## src/rtl/core/stscan_pkg.sv

```systemverilog
package stscan_pkg;

    typedef logic [4:0] kind_t;
    typedef logic [1:0] err_t;

    typedef enum logic [2:0] {
        MODE_IDLE   = 3'd0,
        MODE_INT    = 3'd1,
        MODE_FRAC   = 3'd2,
        MODE_IDENT  = 3'd3,
        MODE_STRING = 3'd4,
        MODE_CHAR1  = 3'd5,
        MODE_CHAR2  = 3'd6
    } scan_mode_t;

    localparam kind_t KIND_EOF     = 5'd0;
    localparam kind_t KIND_PLUS    = 5'd1;
    localparam kind_t KIND_MINUS   = 5'd2;
    localparam kind_t KIND_SLASH   = 5'd3;
    localparam kind_t KIND_STAR    = 5'd4;
    localparam kind_t KIND_LPAREN  = 5'd5;
    localparam kind_t KIND_RPAREN  = 5'd6;
    localparam kind_t KIND_SEMI    = 5'd7;
    localparam kind_t KIND_LBRACE  = 5'd8;
    localparam kind_t KIND_RBRACE  = 5'd9;
    localparam kind_t KIND_ASSIGN  = 5'd10;
    localparam kind_t KIND_COLON   = 5'd11;
    localparam kind_t KIND_INT     = 5'd12;
    localparam kind_t KIND_FLOAT   = 5'd13;
    localparam kind_t KIND_STRING  = 5'd14;
    localparam kind_t KIND_CHAR    = 5'd15;
    localparam kind_t KIND_IDENT   = 5'd16;
    localparam kind_t KIND_KW_BASE = 5'd17;

    localparam err_t ERR_NONE       = 2'd0;
    localparam err_t ERR_INVALID    = 2'd1;
    localparam err_t ERR_UNEXP_END  = 2'd2;
    localparam err_t ERR_EMPTY_CHAR = 2'd3;

    localparam int KW_COUNT = 10;
    localparam int KW_BYTES = 6;

    localparam logic [7:0] KW_TEXT [KW_COUNT][KW_BYTES] = '{
        '{8'h66, 8'h75, 8'h6E, 8'h00, 8'h00, 8'h00},
        '{8'h72, 8'h65, 8'h74, 8'h75, 8'h72, 8'h6E},
        '{8'h76, 8'h61, 8'h72, 8'h00, 8'h00, 8'h00},
        '{8'h6C, 8'h65, 8'h74, 8'h00, 8'h00, 8'h00},
        '{8'h69, 8'h38, 8'h00, 8'h00, 8'h00, 8'h00},
        '{8'h69, 8'h31, 8'h36, 8'h00, 8'h00, 8'h00},
        '{8'h69, 8'h33, 8'h32, 8'h00, 8'h00, 8'h00},
        '{8'h69, 8'h36, 8'h34, 8'h00, 8'h00, 8'h00},
        '{8'h66, 8'h33, 8'h32, 8'h00, 8'h00, 8'h00},
        '{8'h66, 8'h36, 8'h34, 8'h00, 8'h00, 8'h00}
    };

    localparam logic [2:0] KW_LEN [KW_COUNT] = '{
        3'd3, 3'd6, 3'd3, 3'd3, 3'd2, 3'd3, 3'd3, 3'd3, 3'd3, 3'd3
    };

    localparam int QUEUE_DEPTH = 4;

    typedef struct packed {
        kind_t       kind;
        err_t        err;
        logic [15:0] offset;
        logic [15:0] length;
        logic [15:0] line;
        logic [15:0] column;
        logic        last;
    } result_t;

    typedef struct packed {
        logic [1:0] count;
        result_t    first;
        result_t    second;
    } wr_req_t;

endpackage

```

## src/rtl/core/stscan_kw_match.sv

```systemverilog
module stscan_kw_match #(
    parameter int KEYWORD_MAX_LEN = 6
) (
    input  logic [7:0]                             word_bytes [KEYWORD_MAX_LEN],
    input  logic [$clog2(KEYWORD_MAX_LEN + 1)-1:0] word_len,
    input  logic                                   word_too_long,
    output stscan_pkg::kind_t                      kind
);
    import stscan_pkg::*;

    localparam int LW = $clog2(KEYWORD_MAX_LEN + 1);

    logic hit [KW_COUNT];

    always_comb
    begin
        for (int k = 0; k < KW_COUNT; k++)
        begin
            hit[k] = (word_len == LW'(KW_LEN[k]));
            for (int i = 0; i < KW_BYTES; i++)
            begin
                if ((3'(i) < KW_LEN[k]) && (word_bytes[i] != KW_TEXT[k][i]))
                begin
                    hit[k] = 1'b0;
                end
            end
        end
    end

    always_comb
    begin
        kind = KIND_IDENT;
        if (!word_too_long)
        begin
            for (int k = KW_COUNT - 1; k >= 0; k--)
            begin
                if (hit[k])
                begin
                    kind = KIND_KW_BASE + 5'(k);
                end
            end
        end
    end

endmodule

```

## src/rtl/core/stscan_lexer.sv

```systemverilog
module stscan_lexer #(
    parameter int POSITION_BITS   = 16,
    parameter int KEYWORD_MAX_LEN = 6
) (
    input  logic                clk,
    input  logic                rst_n,
    input  logic                in_valid,
    output logic                in_stall,
    input  logic [7:0]          source_byte,
    input  logic                is_end,
    input  logic                cfg_write_en,
    input  logic [3:0]          cfg_write_data,
    input  logic                space_ok,
    output stscan_pkg::wr_req_t wr
);
    import stscan_pkg::*;

    localparam int P  = POSITION_BITS;
    localparam int LW = $clog2(KEYWORD_MAX_LEN + 1);
    localparam int IW = $clog2(KEYWORD_MAX_LEN);

    localparam logic [7:0] CH_NUL        = 8'h00;
    localparam logic [7:0] CH_TAB        = 8'h09;
    localparam logic [7:0] CH_NEWLINE    = 8'h0A;
    localparam logic [7:0] CH_SPACE      = 8'h20;
    localparam logic [7:0] CH_DQUOTE     = 8'h22;
    localparam logic [7:0] CH_SQUOTE     = 8'h27;
    localparam logic [7:0] CH_LPAREN     = 8'h28;
    localparam logic [7:0] CH_RPAREN     = 8'h29;
    localparam logic [7:0] CH_STAR       = 8'h2A;
    localparam logic [7:0] CH_PLUS       = 8'h2B;
    localparam logic [7:0] CH_MINUS      = 8'h2D;
    localparam logic [7:0] CH_DOT        = 8'h2E;
    localparam logic [7:0] CH_SLASH      = 8'h2F;
    localparam logic [7:0] CH_COLON      = 8'h3A;
    localparam logic [7:0] CH_SEMI       = 8'h3B;
    localparam logic [7:0] CH_EQUALS     = 8'h3D;
    localparam logic [7:0] CH_UNDERSCORE = 8'h5F;
    localparam logic [7:0] CH_LBRACE     = 8'h7B;
    localparam logic [7:0] CH_RBRACE     = 8'h7D;

    logic             in_valid_reg;
    logic             in_valid_next;
    logic [7:0]       in_byte_reg;
    logic             in_end_reg;
    logic             in_accept;
    logic             proc_fire;

    logic [3:0]       tab_reg;
    scan_mode_t       mode_reg;
    scan_mode_t       mode_next;
    logic [P-1:0]     off_reg;
    logic [P-1:0]     off_next;
    logic [P-1:0]     line_reg;
    logic [P-1:0]     line_next;
    logic [P-1:0]     col_reg;
    logic [P-1:0]     col_next;
    logic [P-1:0]     ts_off_reg;
    logic [P-1:0]     ts_off_next;
    logic [P-1:0]     ts_line_reg;
    logic [P-1:0]     ts_line_next;
    logic [P-1:0]     ts_col_reg;
    logic [P-1:0]     ts_col_next;
    logic [LW-1:0]    wlen_reg;
    logic [LW-1:0]    wlen_next;
    logic             wtl_reg;
    logic             wtl_next;
    logic [7:0]       word_bytes_reg [KEYWORD_MAX_LEN];
    logic             wbyte_we;
    logic [IW-1:0]    wbyte_idx;

    logic [P-1:0]     off_adv;
    logic [P-1:0]     col_adv;
    logic [P-1:0]     len_cur;
    logic [P-1:0]     len_adv;
    logic [P-1:0]     col_tab;
    logic [P:0]       col_tab_sum;
    kind_t            word_kind;

    logic             pend_v;
    result_t          pend_r;
    logic             scan_v;
    result_t          scan_r;
    logic             do_scan;
    logic [7:0]       b;

    function automatic logic [P-1:0] sat_inc(input logic [P-1:0] v);
        return (v == '1) ? v : v + P'(1);
    endfunction

    function automatic logic [15:0] to16(input logic [P-1:0] v);
        logic [P+15:0] ext;
        ext = {16'b0, v};
        return (|ext[P+15:16]) ? 16'hFFFF : ext[15:0];
    endfunction

    function automatic result_t make_res(input kind_t kind, input err_t err,
                                         input logic [P-1:0] off,
                                         input logic [P-1:0] len,
                                         input logic [P-1:0] line,
                                         input logic [P-1:0] col);
        result_t r;
        r.kind   = kind;
        r.err    = err;
        r.offset = to16(off);
        r.length = to16(len);
        r.line   = to16(line);
        r.column = to16(col);
        r.last   = 1'b0;
        return r;
    endfunction

    function automatic logic is_digit(input logic [7:0] c);
        return (c >= 8'h30) && (c <= 8'h39);
    endfunction

    function automatic logic is_alpha(input logic [7:0] c);
        return ((c >= 8'h61) && (c <= 8'h7A)) || ((c >= 8'h41) && (c <= 8'h5A));
    endfunction

    assign b         = in_byte_reg;
    assign proc_fire = in_valid_reg && space_ok;
    assign in_stall  = in_valid_reg && !space_ok;
    assign in_accept = in_valid && !in_stall;

    assign in_valid_next = in_accept ? 1'b1 : (proc_fire ? 1'b0 : in_valid_reg);

    assign off_adv     = sat_inc(off_reg);
    assign col_adv     = sat_inc(col_reg);
    assign len_cur     = off_reg - ts_off_reg;
    assign len_adv     = off_adv - ts_off_reg;
    assign col_tab_sum = {1'b0, col_reg} + (P+1)'(tab_reg) + (P+1)'(1);
    assign col_tab     = col_tab_sum[P] ? '1 : col_tab_sum[P-1:0];

    stscan_kw_match #(
        .KEYWORD_MAX_LEN(KEYWORD_MAX_LEN)
    ) u_kw_match (
        .word_bytes   (word_bytes_reg),
        .word_len     (wlen_reg),
        .word_too_long(wtl_reg),
        .kind         (word_kind)
    );

    always_comb
    begin
        mode_next    = mode_reg;
        off_next     = off_reg;
        line_next    = line_reg;
        col_next     = col_reg;
        ts_off_next  = ts_off_reg;
        ts_line_next = ts_line_reg;
        ts_col_next  = ts_col_reg;
        wlen_next    = wlen_reg;
        wtl_next     = wtl_reg;
        wbyte_we     = 1'b0;
        wbyte_idx    = wlen_reg[IW-1:0];
        pend_v       = 1'b0;
        pend_r       = make_res(KIND_EOF, ERR_NONE, ts_off_reg, len_cur, ts_line_reg,
                                ts_col_reg);
        scan_v       = 1'b0;
        scan_r       = make_res(KIND_EOF, ERR_NONE, off_reg, '0, line_reg, col_reg);
        do_scan      = 1'b0;

        if (in_end_reg)
        begin
            unique case (mode_reg)
                MODE_INT:
                begin
                    pend_v = 1'b1;
                    pend_r.kind = KIND_INT;
                end
                MODE_FRAC:
                begin
                    pend_v = 1'b1;
                    pend_r.kind = KIND_FLOAT;
                end
                MODE_IDENT:
                begin
                    pend_v = 1'b1;
                    pend_r.kind = word_kind;
                end
                MODE_STRING, MODE_CHAR1, MODE_CHAR2:
                begin
                    pend_v = 1'b1;
                    pend_r = make_res(KIND_EOF, ERR_UNEXP_END, ts_off_reg, '0,
                                      ts_line_reg, ts_col_reg);
                end
                default:
                begin
                    pend_v = 1'b0;
                end
            endcase
            scan_v    = 1'b1;
            mode_next = MODE_IDLE;
        end
        else
        begin
            unique case (mode_reg)
                MODE_INT:
                begin
                    if (is_digit(b))
                    begin
                        off_next = off_adv;
                        col_next = col_adv;
                    end
                    else if (b == CH_DOT)
                    begin
                        off_next  = off_adv;
                        col_next  = col_adv;
                        mode_next = MODE_FRAC;
                    end
                    else
                    begin
                        pend_v      = 1'b1;
                        pend_r.kind = KIND_INT;
                        do_scan     = 1'b1;
                    end
                end
                MODE_FRAC:
                begin
                    if (is_digit(b))
                    begin
                        off_next = off_adv;
                        col_next = col_adv;
                    end
                    else
                    begin
                        pend_v      = 1'b1;
                        pend_r.kind = KIND_FLOAT;
                        do_scan     = 1'b1;
                    end
                end
                MODE_IDENT:
                begin
                    if (is_alpha(b) || is_digit(b) || (b == CH_UNDERSCORE))
                    begin
                        off_next = off_adv;
                        col_next = col_adv;
                        if (wlen_reg < LW'(KEYWORD_MAX_LEN))
                        begin
                            wbyte_we  = 1'b1;
                            wlen_next = wlen_reg + LW'(1);
                        end
                        else
                        begin
                            wtl_next = 1'b1;
                        end
                    end
                    else
                    begin
                        pend_v      = 1'b1;
                        pend_r.kind = word_kind;
                        do_scan     = 1'b1;
                    end
                end
                MODE_STRING:
                begin
                    off_next = off_adv;
                    col_next = col_adv;
                    if (b == CH_DQUOTE)
                    begin
                        pend_v    = 1'b1;
                        pend_r    = make_res(KIND_STRING, ERR_NONE, ts_off_reg, len_adv,
                                             ts_line_reg, ts_col_reg);
                        mode_next = MODE_IDLE;
                    end
                end
                MODE_CHAR1:
                begin
                    if (b == CH_SQUOTE)
                    begin
                        pend_v  = 1'b1;
                        pend_r  = make_res(KIND_EOF, ERR_EMPTY_CHAR, ts_off_reg, '0,
                                           ts_line_reg, ts_col_reg);
                        do_scan = 1'b1;
                    end
                    else
                    begin
                        off_next  = off_adv;
                        col_next  = col_adv;
                        mode_next = MODE_CHAR2;
                    end
                end
                MODE_CHAR2:
                begin
                    off_next  = off_adv;
                    col_next  = col_adv;
                    pend_v    = 1'b1;
                    pend_r    = make_res(KIND_CHAR, ERR_NONE, ts_off_reg, len_adv,
                                         ts_line_reg, ts_col_reg);
                    mode_next = MODE_IDLE;
                end
                default:
                begin
                    do_scan = 1'b1;
                end
            endcase

            if (do_scan)
            begin
                ts_off_next  = off_reg;
                ts_line_next = line_reg;
                ts_col_next  = col_reg;
                off_next     = off_adv;
                col_next     = col_adv;
                mode_next    = MODE_IDLE;
                scan_r       = make_res(KIND_EOF, ERR_NONE, off_reg, off_adv - off_reg,
                                        line_reg, col_reg);
                unique case (b)
                    CH_NUL:
                    begin
                        scan_v = 1'b1;
                    end
                    CH_PLUS:
                    begin
                        scan_v = 1'b1;
                        scan_r.kind = KIND_PLUS;
                    end
                    CH_MINUS:
                    begin
                        scan_v = 1'b1;
                        scan_r.kind = KIND_MINUS;
                    end
                    CH_SLASH:
                    begin
                        scan_v = 1'b1;
                        scan_r.kind = KIND_SLASH;
                    end
                    CH_STAR:
                    begin
                        scan_v = 1'b1;
                        scan_r.kind = KIND_STAR;
                    end
                    CH_LPAREN:
                    begin
                        scan_v = 1'b1;
                        scan_r.kind = KIND_LPAREN;
                    end
                    CH_RPAREN:
                    begin
                        scan_v = 1'b1;
                        scan_r.kind = KIND_RPAREN;
                    end
                    CH_SEMI:
                    begin
                        scan_v = 1'b1;
                        scan_r.kind = KIND_SEMI;
                    end
                    CH_LBRACE:
                    begin
                        scan_v = 1'b1;
                        scan_r.kind = KIND_LBRACE;
                    end
                    CH_RBRACE:
                    begin
                        scan_v = 1'b1;
                        scan_r.kind = KIND_RBRACE;
                    end
                    CH_EQUALS:
                    begin
                        scan_v = 1'b1;
                        scan_r.kind = KIND_ASSIGN;
                    end
                    CH_COLON:
                    begin
                        scan_v = 1'b1;
                        scan_r.kind = KIND_COLON;
                    end
                    CH_SPACE:
                    begin
                        scan_v = 1'b0;
                    end
                    CH_TAB:
                    begin
                        col_next = col_tab;
                    end
                    CH_NEWLINE:
                    begin
                        line_next = sat_inc(line_reg);
                        col_next  = P'(1);
                    end
                    CH_DQUOTE:
                    begin
                        mode_next = MODE_STRING;
                    end
                    CH_SQUOTE:
                    begin
                        mode_next = MODE_CHAR1;
                    end
                    default:
                    begin
                        priority if (is_digit(b))
                        begin
                            mode_next = MODE_INT;
                        end
                        else if (is_alpha(b) || (b == CH_UNDERSCORE))
                        begin
                            wbyte_we  = 1'b1;
                            wbyte_idx = '0;
                            wlen_next = LW'(1);
                            wtl_next  = 1'b0;
                            mode_next = MODE_IDENT;
                        end
                        else
                        begin
                            scan_v = 1'b1;
                            scan_r = make_res(KIND_EOF, ERR_INVALID, off_reg, '0,
                                              line_reg, col_reg);
                        end
                    end
                endcase
            end
        end
    end

    always_comb
    begin
        wr.first  = pend_v ? pend_r : scan_r;
        wr.second = scan_r;
        wr.count  = proc_fire ? (2'(pend_v) + 2'(scan_v)) : 2'd0;
        if (pend_v && scan_v)
        begin
            wr.second.last = 1'b1;
        end
        else
        begin
            wr.first.last = 1'b1;
        end
    end

    always_ff @(posedge clk)
    begin
        if (in_accept)
        begin
            in_byte_reg <= source_byte;
            in_end_reg  <= is_end;
        end
    end

    always_ff @(posedge clk)
    begin
        if (proc_fire && wbyte_we)
        begin
            word_bytes_reg[wbyte_idx] <= b;
        end
    end

    always_ff @(posedge clk or negedge rst_n)
    begin
        if (!rst_n)
        begin
            in_valid_reg <= 1'b0;
            tab_reg      <= 4'd3;
            mode_reg     <= MODE_IDLE;
            off_reg      <= '0;
            line_reg     <= P'(1);
            col_reg      <= P'(1);
            ts_off_reg   <= '0;
            ts_line_reg  <= P'(1);
            ts_col_reg   <= P'(1);
            wlen_reg     <= '0;
            wtl_reg      <= 1'b0;
        end
        else
        begin
            in_valid_reg <= in_valid_next;
            if (cfg_write_en)
            begin
                tab_reg <= cfg_write_data;
            end
            if (proc_fire)
            begin
                mode_reg    <= mode_next;
                off_reg     <= off_next;
                line_reg    <= line_next;
                col_reg     <= col_next;
                ts_off_reg  <= ts_off_next;
                ts_line_reg <= ts_line_next;
                ts_col_reg  <= ts_col_next;
                wlen_reg    <= wlen_next;
                wtl_reg     <= wtl_next;
            end
        end
    end

`ifndef SYNTHESIS
    a_pos_nonzero: assert property (@(posedge clk) disable iff (!rst_n)
        (line_reg != '0) && (col_reg != '0) && (ts_line_reg != '0) && (ts_col_reg != '0))
        else $error("line or column counter reached zero");

    a_end_to_idle: assert property (@(posedge clk) disable iff (!rst_n)
        (proc_fire && in_end_reg) |=> (mode_reg == MODE_IDLE))
        else $error("scanner not idle after end beat");

    a_end_emits: assert property (@(posedge clk) disable iff (!rst_n)
        (proc_fire && in_end_reg) |-> (wr.count != 2'd0))
        else $error("end beat produced no result");

    a_word_len: assert property (@(posedge clk) disable iff (!rst_n)
        wlen_reg <= LW'(KEYWORD_MAX_LEN))
        else $error("word length beyond storage");
`endif

endmodule

```

## src/rtl/core/stscan_out_queue.sv

```systemverilog
module stscan_out_queue (
    input  logic                clk,
    input  logic                rst_n,
    input  stscan_pkg::wr_req_t wr,
    output logic                space_ok,
    output logic                out_valid,
    input  logic                out_stall,
    output stscan_pkg::result_t out_res
);
    import stscan_pkg::*;

    localparam int AW = $clog2(QUEUE_DEPTH);
    localparam int CW = $clog2(QUEUE_DEPTH + 1);

    result_t       mem [QUEUE_DEPTH];
    logic [AW-1:0] wr_ptr_reg;
    logic [AW-1:0] wr_ptr_next;
    logic [AW-1:0] rd_ptr_reg;
    logic [AW-1:0] rd_ptr_next;
    logic [CW-1:0] count_reg;
    logic [CW-1:0] count_next;
    logic          rd;

    assign out_valid   = (count_reg != '0);
    assign out_res     = mem[rd_ptr_reg];
    assign rd          = out_valid && !out_stall;
    assign space_ok    = (count_reg <= CW'(QUEUE_DEPTH - 2));
    assign wr_ptr_next = wr_ptr_reg + AW'(wr.count);
    assign rd_ptr_next = rd_ptr_reg + AW'(rd);
    assign count_next  = count_reg + CW'(wr.count) - CW'(rd);

    always_ff @(posedge clk)
    begin
        if (wr.count != 2'd0)
        begin
            mem[wr_ptr_reg] <= wr.first;
        end
        if (wr.count == 2'd2)
        begin
            mem[wr_ptr_reg + AW'(1)] <= wr.second;
        end
    end

    always_ff @(posedge clk or negedge rst_n)
    begin
        if (!rst_n)
        begin
            wr_ptr_reg <= '0;
            rd_ptr_reg <= '0;
            count_reg  <= '0;
        end
        else
        begin
            wr_ptr_reg <= wr_ptr_next;
            rd_ptr_reg <= rd_ptr_next;
            count_reg  <= count_next;
        end
    end

`ifndef SYNTHESIS
    a_count_bound: assert property (@(posedge clk) disable iff (!rst_n)
        count_reg <= CW'(QUEUE_DEPTH))
        else $error("result queue overfilled");

    a_write_room: assert property (@(posedge clk) disable iff (!rst_n)
        (wr.count != 2'd0) |-> (count_reg <= CW'(QUEUE_DEPTH - 2)))
        else $error("results written without room for them");

    a_count_hold: assert property (@(posedge clk) disable iff (!rst_n)
        ((wr.count == 2'd0) && !rd) |=> $stable(count_reg))
        else $error("queue fill changed with no traffic");
`endif

endmodule

```

## src/rtl/core/source_token_scanner_top.sv

```systemverilog
// Streaming source scanner. Each input beat carries one source byte, or an
// end marker when is_end is high; the byte is then ignored.
// Output beats carry one token or error each; last_of_run marks the final
// result caused by an input beat, which may cause none, one or two results.
// Both channels use valid and stall: a beat moves on a rising edge with
// valid high and stall low.
// Path: an accepted input beat goes into the input register, then scan
// logic writes its results into a four-entry result queue whose head
// drives the outputs.
// Throughput: one input beat per cycle while in_stall is low; results move
// one beat per cycle unless out_stall, so two-result beats slow intake.
// in_stall rises when the queue has fewer than two free entries while an
// input beat is held; a stalled receiver fills the queue and then stalls
// the source, with nothing lost.
// The tab width register is written with cfg_write_en and cfg_write_data;
// write it only while the block is idle, which the block does not enforce.
// Reset empties the queue and sets offset 0, line 1, column 1, the scanner
// idle and the tab width to 3 extra columns.
module source_token_scanner_top #(
    parameter int POSITION_BITS   = 16,
    parameter int KEYWORD_MAX_LEN = 6
) (
    input  logic        clk,
    input  logic        rst_n,
    input  logic        in_valid,
    output logic        in_stall,
    input  logic [7:0]  source_byte,
    input  logic        is_end,
    output logic        out_valid,
    input  logic        out_stall,
    output logic [4:0]  token_kind,
    output logic [1:0]  error_code,
    output logic [15:0] start_offset,
    output logic [15:0] token_length,
    output logic [15:0] start_line,
    output logic [15:0] start_column,
    output logic        last_of_run,
    input  logic        cfg_write_en,
    input  logic [3:0]  cfg_write_data
);
    import stscan_pkg::*;

    wr_req_t wr;
    result_t out_res;
    logic    space_ok;

    stscan_lexer #(
        .POSITION_BITS  (POSITION_BITS),
        .KEYWORD_MAX_LEN(KEYWORD_MAX_LEN)
    ) u_lexer (
        .clk           (clk),
        .rst_n         (rst_n),
        .in_valid      (in_valid),
        .in_stall      (in_stall),
        .source_byte   (source_byte),
        .is_end        (is_end),
        .cfg_write_en  (cfg_write_en),
        .cfg_write_data(cfg_write_data),
        .space_ok      (space_ok),
        .wr            (wr)
    );

    stscan_out_queue u_out_queue (
        .clk      (clk),
        .rst_n    (rst_n),
        .wr       (wr),
        .space_ok (space_ok),
        .out_valid(out_valid),
        .out_stall(out_stall),
        .out_res  (out_res)
    );

    assign token_kind   = out_res.kind;
    assign error_code   = out_res.err;
    assign start_offset = out_res.offset;
    assign token_length = out_res.length;
    assign start_line   = out_res.line;
    assign start_column = out_res.column;
    assign last_of_run  = out_res.last;

endmodule

```

## config.mk

```make
export PLATFORM = sky130hd
export DESIGN_NAME = source_token_scanner_top
export DESIGN_NICKNAME = d
export VERILOG_FILES = /design/src/rtl/core/stscan_pkg.sv /design/src/rtl/core/stscan_kw_match.sv /design/src/rtl/core/stscan_lexer.sv /design/src/rtl/core/stscan_out_queue.sv /design/src/rtl/core/source_token_scanner_top.sv
export SDC_FILE = /design/constraint.sdc
export NUM_CORES = 1
export LEC_CHECK = 0
export ABC_AREA = 1
export BUFFER_PORTS_ARGS = -buffer_cell sky130_fd_sc_hd__buf_4
export CAP_MARGIN = 40
export CORE_AREA = 8 8 163 318
export CTS_CLUSTER_DIAMETER = 40
export DETAILED_ROUTE_END_ITERATION = 6
export DIE_AREA = 0 0 171 326
export MAX_ROUTING_LAYER = met4
export PLACE_DENSITY_LB_ADDON = 0.25
export SETUP_SLACK_MARGIN = 0.2
export SYNTH_ARGS = -nofsm -noshare
export SYNTH_HDL_FRONTEND = slang
export SYNTH_SLANG_ARGS = --single-unit
```

## constraint.sdc

```tcl
create_clock -name clk -period 15.3 [get_ports clk]
set_input_delay 1.53 -clock clk [delete_from_list [all_inputs] [get_ports clk]]
set_output_delay 1.53 -clock clk [all_outputs]
set_load 0.005 [all_outputs]
```

==> out/qor.yml, run 1 <==
row_count: 113
firstDrtPassIters: 6
insertion_delay_ps: 590
synth.avg_cell_area_um2: 8.795
crit_buf_inv: 10
synth_warnings: 0
hp-class: "flip-flop to flip-flop"
drt_iter0_markers: 2248
area_delta_synth_final_pct: 10.59
path_clk_slew_ps: 70
async_reset_ff_share_pct: 25.00
cts_inserted_buffers: 44
synthCells: 2931
synth_fp_nets: 3015
postCtsSetupBuffers: 0
internal-power_w: 0.003224
grt_pass1_vias: 22510
drive_gt1_share_pct: 10.88
h-tree-depth: 2
routedWlPerCell_um: 24.85
nets: 3035
syn_area_um2: 25780
synth_edf_count: 337
cts.repair.resized: 0
wl_mm: 89.96
combPwrFrac_pct: 49.6
floorplan.initialDensity_pct: 54.26
pwr-share-clk_pct: 19.3
cts_buffer_depth: 3
netSwitchingFraction_pct: 45.75
fmax_mhz: 174.9
ys_ff_latch: 460
grt_overflow: 0
met1_usage_pct: 32.62
grt_busiest_layer: "met2"
post-route-util_pct: 60.01
path_cells: "nand2_1 > inv_1 > nand2_1 > nand2_1 > nand2_1 > nand2_2 > nand3_4 > nand4_1 > nand2_4 > buf_4 > buf_12 > inv_2 > ha_1 > inv_1 > nor2_2 > inv_1 > nor2_2 > inv_1 > nor2_4 > inv_2 > buf_4 > nand2_4 > buf_4"
worstPathArrival_ps: 5930
ir_worst_vdd_uv: 138.5
hpwl_mm: 62.82
power.density_nw_per_um2: 208.5
netSwitchingPower_w: 0.002719
met3_usage_pct: 4.556
grt_usage_pct: 33.04
final_max_slew_viol_count: 0
grt_max_degree: 98
ys.flop_type: "edfxtp_1"
antenna_found_initial: 1
numClockSinks: 460
fillCellCount: 4163
critPathKind: "flip-flop to flip-flop"
max_stage_delay_ps: 730
synth_cell_type_count: 54
die_w_um: 171
holdBufCountCts: 0
slew_headroom_pct: 37.29
rsz0062_at_grt: "no"
hold_violations: 0
viasPerCell: 6.259
antenna_left: 0
min_period_over_period_pct: 37.37
die_area_um2: 55750
cp-end-kind: "flip-flop"
tightest_slew_ps: 940.7
pin_count: 92
power_frac_seq_pct: 31.0
drc: 0
p_leak_nw: 11.28
setup_viol: 0
drv_cap: 0
finalClockSkew_ps: 17.70
core_area_um2: 47510
io_buffers: 91
required_ps: 15510
critPathLaunchType: "flip-flop"
period_needed_ps: 5718
crit_slowest_cell: "buf_4"
grt_pass1_wl_mm: 134.3
tns_ps: 0
cts_tree: "done"
crit_fanout: 65
largest_reg_flops: 288
ys_seq_area_share_pct: 51.07
status: "complete, no violations"
die_h_um: 326
grt_use_met2_pct: 57.16
critPathTopFamily: "buffers and inverters"
vias: 22660
cts_root_buffer: "clkbuf_16"
place_congestion: 1.050
==> power by group through the flow <==
stage / clock network, W / registers, W / logic (W)
final: 0.00115 / 0.00185 / 0.00295
after global routing: 0.00120 / 0.00187 / 0.00317
after CTS: 0.00116 / 0.00184 / 0.00290
after detailed placement: 0 / 0.00186 / 0.00288
after global placement: 0 / 0.00186 / 0.00280
after floorplan: 0 / 0.00182 / 0.00179
==> logic make-up (layout without fill, tap and decap cells) <==
kind of cell	after synthesis	count (layout)	share of synthesized area [%]
DFF	460	460	51.07
AOI/OAI and AO/OA	802	802	18.09
buffers and inverters	392	448	6.111
xor gates and xnor gates	66	66	2.242
other	0	1	0
adders and majority gates	66	66	3.349
muxes	2	2	0.08736
and+or+nand+nor	1143	1143	19.05
==> final cells by class <==
| class | instances | area (um2) | share of cell area, % |
|---|---|---|---|
| antenna | 1 | 2.502 | 0.008778 |
| clock inverter | 29 | 326.6 | 1.146 |
| clock buffer | 53 | 1176 | 4.126 |
| tap | 632 | 790.8 | 2.774 |
| sequential | 460 | 13170 | 46.20 |
| inverter | 244 | 918.4 | 3.222 |
| timing repair buffer | 122 | 1028 | 3.608 |
| multi-input combinational | 2079 | 11090 | 38.92 |
==> routing by layer <==
layer | wire, um | part of all wire (%) | vias to the layer above
met5 | 0 | 0 | -
met4 | 8262 | 9.2 | 0
met3 | 5594 | 6.2 | 353
met2 | 46510 | 52 | 1094
met1 | 29600 | 33 | 10810
li1 | - | - | 10410
==> worst paths after layout <==
kind                                              from                      to  slack [ps]  depth (start not counted)
worst min register to register  u_out_queue.mem[1][66]  u_out_queue.mem[1][66]         490                          2
max in group asynchronous                        rst_n      u_lexer.tab_reg[1]       13140                          3
worst max-delay path                      u_lexer.b[0]  u_out_queue.mem[0][28]        9580                         23
min in group asynchronous                        rst_n     u_lexer.mode_reg[1]         990                          1
worst min-delay path            u_out_queue.mem[1][66]  u_out_queue.mem[1][66]         490                          2
worst max register to register            u_lexer.b[0]  u_out_queue.mem[0][28]        9580                         23
==> placed cells by master, fill, tap and decap left out, drive strengths merged, types with 2 or more instances in the layout <==
master	synthesis	layout
buf	36	122
edfxtp	337	337
ha	61	61
nor4	6	6
o31ai	2	2
a22oi	11	11
clkinv	33	47
nand3b	11	11
bufinv	0	4
nand3	201	201
o211ai	7	7
xnor2	17	17
dfxtp	8	8
o21ai	409	409
xor2	49	49
a21boi	2	2
nor2	311	311
o2111ai	3	3
a21o	3	3
a21oi	81	81
clkbuf	112	53
dfstp	6	6
o22ai	272	272
nor3b	2	2
o21a	4	4
inv	211	221
nor3	28	28
or2	7	7
fa	5	5
mux2	2	2
nand4	33	33
dfrtp	109	109
and2	3	3
a31oi	6	6
nand2	541	541
==> worst register-to-register path, stage by stage, from the launching register on <==
cell and delay, ps:
edfxtp_1 710, nand2_1 150, inv_1 130, nand2_1 100, nand2_1 80, nand2_1 50, nand2_2 130, nand3_4 110
nand4_1 170, nand2_4 50, buf_4 250, buf_12 240, inv_2 280, ha_1 310, inv_1 70, nor2_2 160
inv_1 110, nor2_2 220, inv_1 110, nor2_4 240, inv_2 50, buf_4 380, nand2_4 410, buf_4 740
==> metrics by stage <==
step | power [W] | std cells | hold WS [ps] | cell area (um2) | setup WS [ps]
6_report | 0.005943 | 3620 | 487.3 | 28510 | 9582
5_1_grt | 0.006240 | 3620 | 526.5 | 28510 | 9233
4_1_cts | 0.005891 | 3618 | 488.4 | 28490 | 9636
3_5_place_dp | 0.004747 | 3536 | 470.1 | 26990 | 9659
3_3_place_gp | 0.004652 | 3527 | 465.1 | 26810 | 9571
2_1_floorplan | 0.003612 | 2931 | 450.8 | 25780 | 10460
==> Yosys cell counts, types with 2 or more instances <==
cell type,number,area share [%]
ha_1,61,3.0
nor2_1,298,4.3
buf_2,14,0.27
nor3b_1,2,0.058
o21ai_0,343,6.7
edfxtp_1,337,39
dfstp_2,6,0.61
inv_2,12,0.17
fa_1,5,0.39
o22ai_1,272,6.6
o2111ai_1,3,0.10
nor2_4,5,0.22
mux2_2,2,0.087
nand2_1,526,7.7
a31oi_1,6,0.15
a22oi_1,11,0.32
o21ai_1,10,0.19
nor4_1,6,0.15
o211ai_1,7,0.20
o31ai_1,2,0.058
o21ai_2,56,1.9
and2_1,2,0.049
clkbuf_1,112,1.6
nand4_1,32,0.78
nor2_2,7,0.17
clkinv_1,33,0.48
or2_2,4,0.097
or2_1,3,0.073
buf_6,6,0.26
dfrtp_1,109,11
nand3b_1,11,0.32
nand2_2,14,0.34
xnor2_1,17,0.58
nand3_4,3,0.20
buf_1,7,0.10
nand3_1,198,3.8
a21o_1,3,0.087
o21a_1,4,0.12
dfxtp_1,8,0.62
nor3_1,27,0.52
inv_1,199,2.9
buf_4,8,0.23
a21oi_1,81,1.6
xor2_1,49,1.7
Power figures use the tool's default switching activity.
==> run 2, diff against run 1 <==
--- a/config.mk
+++ b/config.mk
@@ -5,13 +5,13 @@
 export SDC_FILE = /design/constraint.sdc
 export NUM_CORES = 1
 export LEC_CHECK = 0
-export ABC_AREA = 1
+export ABC_AREA = 0
 export BUFFER_PORTS_ARGS = -buffer_cell sky130_fd_sc_hd__buf_4
 export CAP_MARGIN = 40
-export CORE_AREA = 8 8 163 318
+export CORE_AREA = 8 8 158 309
 export CTS_CLUSTER_DIAMETER = 40
 export DETAILED_ROUTE_END_ITERATION = 6
-export DIE_AREA = 0 0 171 326
+export DIE_AREA = 0 0 166 317
 export MAX_ROUTING_LAYER = met4
 export PLACE_DENSITY_LB_ADDON = 0.25
 export SETUP_SLACK_MARGIN = 0.2
==> constraint.sdc (replaced) <==
create_clock -name clk -period 4.9 [get_ports clk]
set_input_delay 0.49 -clock clk [delete_from_list [all_inputs] [get_ports clk]]
set_output_delay 0.49 -clock clk [all_outputs]
set_load 0.005 [all_outputs]
==> run 2 against run 1 <==
Combinational power is 140% higher. Register-to-register slack worse by 9200 ps. Core utilization is 1.3 points higher. Hold slack worse by 390 ps. Highest routed layer unchanged. Cell count is 26% lower. Sequential power grew to 3.0 times the previous value. First-iteration DRC count is 33% lower.
==> out/qor.yml, run 2 <==
status: "complete, no violations"
crit_fanout: 11
crit_slowest_cell: "or3_4"
pin_count: 92
syn_area_um2: 24270
rrSetupSlack_ps: 420
tns_ps: 0
pwr-share-clk_pct: 21.4
async_reset_ff_share_pct: 25.00
setup_viol: 0
antenna_found_initial: 0
yosys.area.top_type: "edfxtp_1"
fillCellCount: 3496
hp-class: "input port to flip-flop"
cts_root_buffer: "clkbuf_16"
io_buffers: 91
internal-power_w: 0.01003
p_total_w: 0.01614
rr_worst_depth: 15
largest_reg_flops: 288
grt_max_degree: 63
critPathKind: "flip-flop to flip-flop"
required_ps: 5230
drc: 0
p_leak_nw: 9.832
synth_edf_count: 337
netSwitchingFraction_pct: 37.84
grt_overflow: 0
path_cells: "and4_1 > nand3_1 > or3_4 > buf_4 > nand2_1 > xnor2_1 > ha_1 > nor2b_2 > nor4_1 > o21ai_1 > buf_4 > a31o_2 > a211o_1 > a32o_1 > a22o_1"
cts_tree: "done"
core_area_um2: 44730
hpwl_mm: 43.89
layout_commonest_cell: "edfxtp_1"
rsz0062_at_grt: "no"
max_stage_delay_ps: 450
die_w_um: 166
synthCells: 2003
combPwrFrac_pct: 43.8
drt_iter0_markers: 1497
ir_worst_vdd_uv: 398.3
diodes: 0
ys.flop_type: "edfxtp_1"
synth_fp_nets: 2087
die_h_um: 317
wl_mm: 64.25
min_period_over_period_pct: 91.45
finalClockSkew_ps: 17.62
critPathLaunch: "u_lexer.off_reg[3]"
row_count: 110
antenna_left: 0
synth_top_area_share_pct: 41.69
synth_cell_type_count: 92
grt_pass1_vias: 17600
cts_inserted_buffers: 44
grt_usage_pct: 24.90
slew_headroom_pct: 39.46
place_congestion: 0.9533
yosys-top-cells-count: "edfxtp_1 (337), nand2_1 (152), a22o_1 (138)"
final_cell_area_um2: 27410
power_frac_seq_pct: 34.9
placed_cell_area_um2: 25890
synth_warnings: 0
rr_startpoint: "u_lexer.off_reg[3]"
power.density_nw_per_um2: 588.8
insertion_delay_ps: 570
hold_violations: 0
numClockSinks: 460
ys_seq_area_share_pct: 54.24
multiInputGateArea_um2: 10400
yosys-top-cells-area: "edfxtp_1 (42%), dfrtp_1 (11%), mux4_2 (6.7%)"
fmax_mhz: 223.2
cp-endpoint: "u_out_queue.mem[2][43]"
grt_pass1_wl_mm: 100.5
final_cell_mix: "edfxtp_1 (337), nand2_1 (148), buf_4 (143), a22o_1 (138), o21ai_0 (120)"
area_delta_synth_final_pct: 12.91
critPathLaunchType: "flip-flop"
holdWs_ps: 99.66
routedWlPerCell_um: 24.10
tightest_slew_ps: 898.7
die_area_um2: 52620
netSwitchingPower_w: 0.006106
drive_gt1_share_pct: 18.66
floorplan.initialDensity_pct: 54.27
path_clk_slew_ps: 70
final-seq-area_um2: 13180
ys_ff_latch: 460
nets: 2155
final_max_slew_viol_count: 0
drv_cap: 0
period_needed_ps: 4481
yosysMostFrequentCell: "edfxtp_1"
h-tree-depth: 2
r2r_end: "u_out_queue.mem[2][43]"
worstPathArrival_ps: 4810
viasPerCell: 6.602
cp-end-kind: "flip-flop"
cpMostUsedCell: "buf_4"
synth.avg_cell_area_um2: 12.12
cts_buffer_depth: 3
vias: 17600
firstDrtPassIters: 6
-- run 2: kinds of logic after synthesis --
family	after synthesis	share of synthesized area [%]
AOI/OAI and AO/OA	583	16.62
and+or+nand+nor	491	10.49
DFF	460	54.24
buffers and inverters	202	3.335
muxes	115	8.655
xor gates and xnor gates	86	3.103
adders and majority gates	66	3.557
-- run 2: repair_timing --
action / CTS / global route
setup endpoints to repair: 4 / 15
endpoints found under the hold margin: 40 / 0
gates resized for setup: 3 / 12
setup buffers: 0 / 0
pin swaps: 0 / 3
hold buffers: 1 / 0
-- run 2: worst min path at each step --
stage | startpoint | to | cells past startpoint
2_1_floorplan | rst_n | u_lexer.col_reg[10] | 0
3_3_place_gp | u_out_queue.mem[3][71] | u_out_queue.mem[3][71] | 2
3_5_place_dp | u_out_queue.mem[3][66] | u_out_queue.mem[3][66] | 2
4_1_cts | source_byte[2] | u_lexer.b[2] | 1
5_1_grt | source_byte[3] | u_lexer.b[3] | 1
6_report | source_byte[0] | u_lexer.b[0] | 1
-- run 2: per-stage QoR --
stage	instances	util, %	setup WS (ps)
4_1_cts	2666	61.22	227.1
6_report	2666	61.27	418.9
2_1_floorplan	2003	-	350.6
3_5_place_dp	2584	57.88	139.6
5_1_grt	2666	61.27	239.2
3_3_place_gp	2581	57.72	187.7
-- run 2: worst max-delay path: cells and delay by family, from the launching register on --
kind	cells	cell delay (ps)
AND/OR/NAND/NOR	6	1480
flip-flops	1	440
XOR/XNOR	1	190
adder cells (fa/ha/maj)	1	340
buffers and inverters	2	370
AO/OA/AOI/OAI	5	1400
-- run 2: routing by layer --
| metal | share of wire, % | global-route usage [%] | routed length, um | vias up |
|---|---|---|---|---|
| met4 | 2.6 | 8.051 | 1675 | 0 |
| met2 | 50 | 42.05 | 32030 | 784 |
| met5 | 0 | - | 0 | - |
| met3 | 7.6 | 3.393 | 4891 | 118 |
| met1 | 40 | 30.81 | 25650 | 8726 |
| li1 | - | - | - | 7974 |
-- run 2: layout make-up --
class	count	area share, %
clock buffer	64	4.629
clock inverter	17	0.7304
inverter	64	0.8765
multi-input combinational	1341	37.96
sequential	460	48.09
tap	560	2.556
timing repair buffer	160	5.159
-- run 2: power groups by stage --
stage	Sequential [W]	Clock, W	Combinational [W]
after floorplan	0.00538	0	0.00449
final	0.00563	0.00345	0.00706
after CTS	0.00562	0.00350	0.00701
after global placement	0.00576	0	0.00676
after global routing	0.00570	0.00364	0.00754
after detailed placement	0.00570	0	0.00695
==> run 3, diff against run 2 <==
--- a/config.mk
+++ b/config.mk
@@ -12,7 +12,6 @@
 export CTS_CLUSTER_DIAMETER = 40
 export DETAILED_ROUTE_END_ITERATION = 6
 export DIE_AREA = 0 0 166 317
-export MAX_ROUTING_LAYER = met4
 export PLACE_DENSITY_LB_ADDON = 0.25
 export SETUP_SLACK_MARGIN = 0.2
 export SYNTH_ARGS = -nofsm -noshare
==> run 3 against run 2 <==
The run now ends with design-rule violations left. Global-route usage decreased by 0.47 points. Critical path type unchanged. Via count up 0.78%. Power fell by 0.43%. Clock power is 4% lower. Sequential share of layout area is 0.065 points higher. Count of clock-buffer cells in the layout shrank 5. Core utilization is 0.12 points lower.
==> out/qor.yml, run 3 (same netlist as run 2, synthesis figures left out) <==
diodes: 0
cts_inserted_buffers: 44
hp-class: "input port to flip-flop"
cts_buffer_depth: 3
floorplan.initialDensity_pct: 54.27
power.density_nw_per_um2: 587.4
grt_overflow: 0
place_congestion: 0.9217
path_clk_slew_ps: 70
area_delta_synth_final_pct: 12.70
vias: 17740
dpl.cell_count: 2587
grt_busiest_layer: "met2"
path_cells: "and4_1 > nand3_1 > or3_1 > buf_4 > nand2_1 > xnor2_1 > ha_1 > nor2b_1 > nor4_1 > o21ai_1 > buf_4 > a31o_2 > a211o_1 > a32o_1 > a22o_1"
status: "complete, but fails checks"
crit_fanout: 11
die_h_um: 317
min_period_over_period_pct: 91.97
hold_violations: 0
tightest_slew_ps: 959.4
cp-end-kind: "flip-flop"
firstDrtPassIters: 7
rsz0062_at_grt: "no"
crit_slowest_cell: "or3_1"
drv_cap: 0
place_ws_ps: 243.3
h-tree-depth: 2
die_area_um2: 52620
critPathLaunchType: "flip-flop"
slew_headroom_pct: 35.37
cpMostUsedCell: "buf_4"
final_cell_area_um2: 27360
grt_pass1_vias: 17580
core_area_um2: 44730
required_ps: 5230
row_count: 110
largest_reg_flops: 288
layout_commonest_cell: "edfxtp_1"
grt_usage_pct: 24.43
insertion_delay_ps: 570
cts_root_buffer: "clkbuf_16"
final_cell_mix: "edfxtp_1 (337), nand2_1 (148), buf_4 (146), a22o_1 (138), o21ai_0 (121)"
grt_pass1_wl_mm: 101.5
stdcell_count: 2670
drt_iter0_markers: 1620
numClockSinks: 460
placed_cell_area_um2: 25900
ir_worst_vdd_uv: 377.2
holdWs_ps: 97.95
hpwl_mm: 44.06
drc: 2
antenna_left: 0
fmax_mhz: 221.9
cts_tree: "done"
setup_viol: 0
critPathKind: "flip-flop to flip-flop"
met3_usage_pct: 3.207
antenna_found_initial: 0
setup_slack_ps: 393.7
crit_buf_inv: 2
critPathTopFamily: "simple AND/OR/NAND/NOR gates"
nets: 2159
io_buffers: 91
viasPerCell: 6.644
met1_usage_pct: 31.67
finalClockSkew_ps: 18.05
grt_use_met2_pct: 40.87
fillCellCount: 3446
final_max_slew_viol_count: 0
routedWlPerCell_um: 24.42
grt_max_degree: 54
die_w_um: 166
drive_gt1_share_pct: 18.44
max_stage_delay_ps: 500
p_leak_nw: 9.815
tns_ps: 0
violations: "design-rule violations"
pin_count: 92
wl_mm: 65.20
period_needed_ps: 4506
worstPathArrival_ps: 4840
==> run 3: cell count changes in the layout (fill, tap and decap cells not counted), sizes merged <==
cell,previous run,this run
buf,159,162
clkinv,11,16
inv,68,67
bufinv,2,1
clkbuf,64,60
clkinvlp,0,2
==> run 3: layer usage <==
| metal | vias to the layer above | part of all wire [%] |
|---|---|---|
| met1 | 8766 | 40 |
| met4 | 0 | 3.7 |
| met5 | - | 0 |
| li1 | 7963 | - |
| met3 | 151 | 7.5 |
| met2 | 859 | 49 |
==> run 3: timing repair <==
action                     CTS  global route
hold endpoints to repair    29             0
resized for setup            0             9
buffers inserted             0             1
hold buffers                 1             0
setup endpoints to repair    0            23
==> run 3: worst reg2reg max path, delay by kind of cell, from the launching register on <==
family                     cells  cell delay [ps]
AOI/OAI and AO/OA              5             1370
adders and majority gates      1              320
buffers and inverters          2              400
xor gates and xnor gates       1              170
and+or+nand+nor                6             1540
DFF                            1              480
==> run 3: through the flow <==
stage | power (W) | utilization, %
after floorplan | 0.009876 | -
after global placement | 0.01254 | 57.82
after detailed placement | 0.01268 | 57.91
after CTS | 0.01601 | 61.05
after global routing | 0.01682 | 61.16
final | 0.01607 | 61.16
==> run 3: worst paths after layout <==
kind / from / endpoint / slack (ps) / cells past startpoint
min in group asynchronous: rst_n / u_lexer.ts_col_reg[11] / 420 / 2
max: u_lexer.off_reg[3] / u_out_queue.mem[3][43] / 390 / 15
max in group asynchronous: rst_n / u_lexer.col_reg[5] / 3430 / 3
min: source_byte[5] / u_lexer.b[5] / 100 / 1
max reg2reg: u_lexer.off_reg[3] / u_out_queue.mem[3][43] / 390 / 15
min reg2reg: u_out_queue.mem[0][71] / u_out_queue.mem[0][71] / 480 / 2
==> run 3: area by class of cell <==
type	count	area [um2]	area share, %
Sequential cell	460	13170	48.15
Multi-Input combinational cell	1341	10410	38.06
Timing Repair Buffer	164	1436	5.251
Clock buffer	59	1167	4.267
Tap cell	560	700.7	2.561
Inverter	64	240.2	0.8782
Clock inverter	22	227.7	0.8325
==> run 3: where the power goes <==
| part | total [W] | switching (W) | internal (W) |
|---|---|---|---|
| logic | 0.00710 | 0.00409 | 0.00301 |
| registers | 0.00565 | 0.000551 | 0.00510 |
| clock network | 0.00332 | 0.00154 | 0.00178 |
| total | 0.0161 | 0.00618 | 0.00989 |
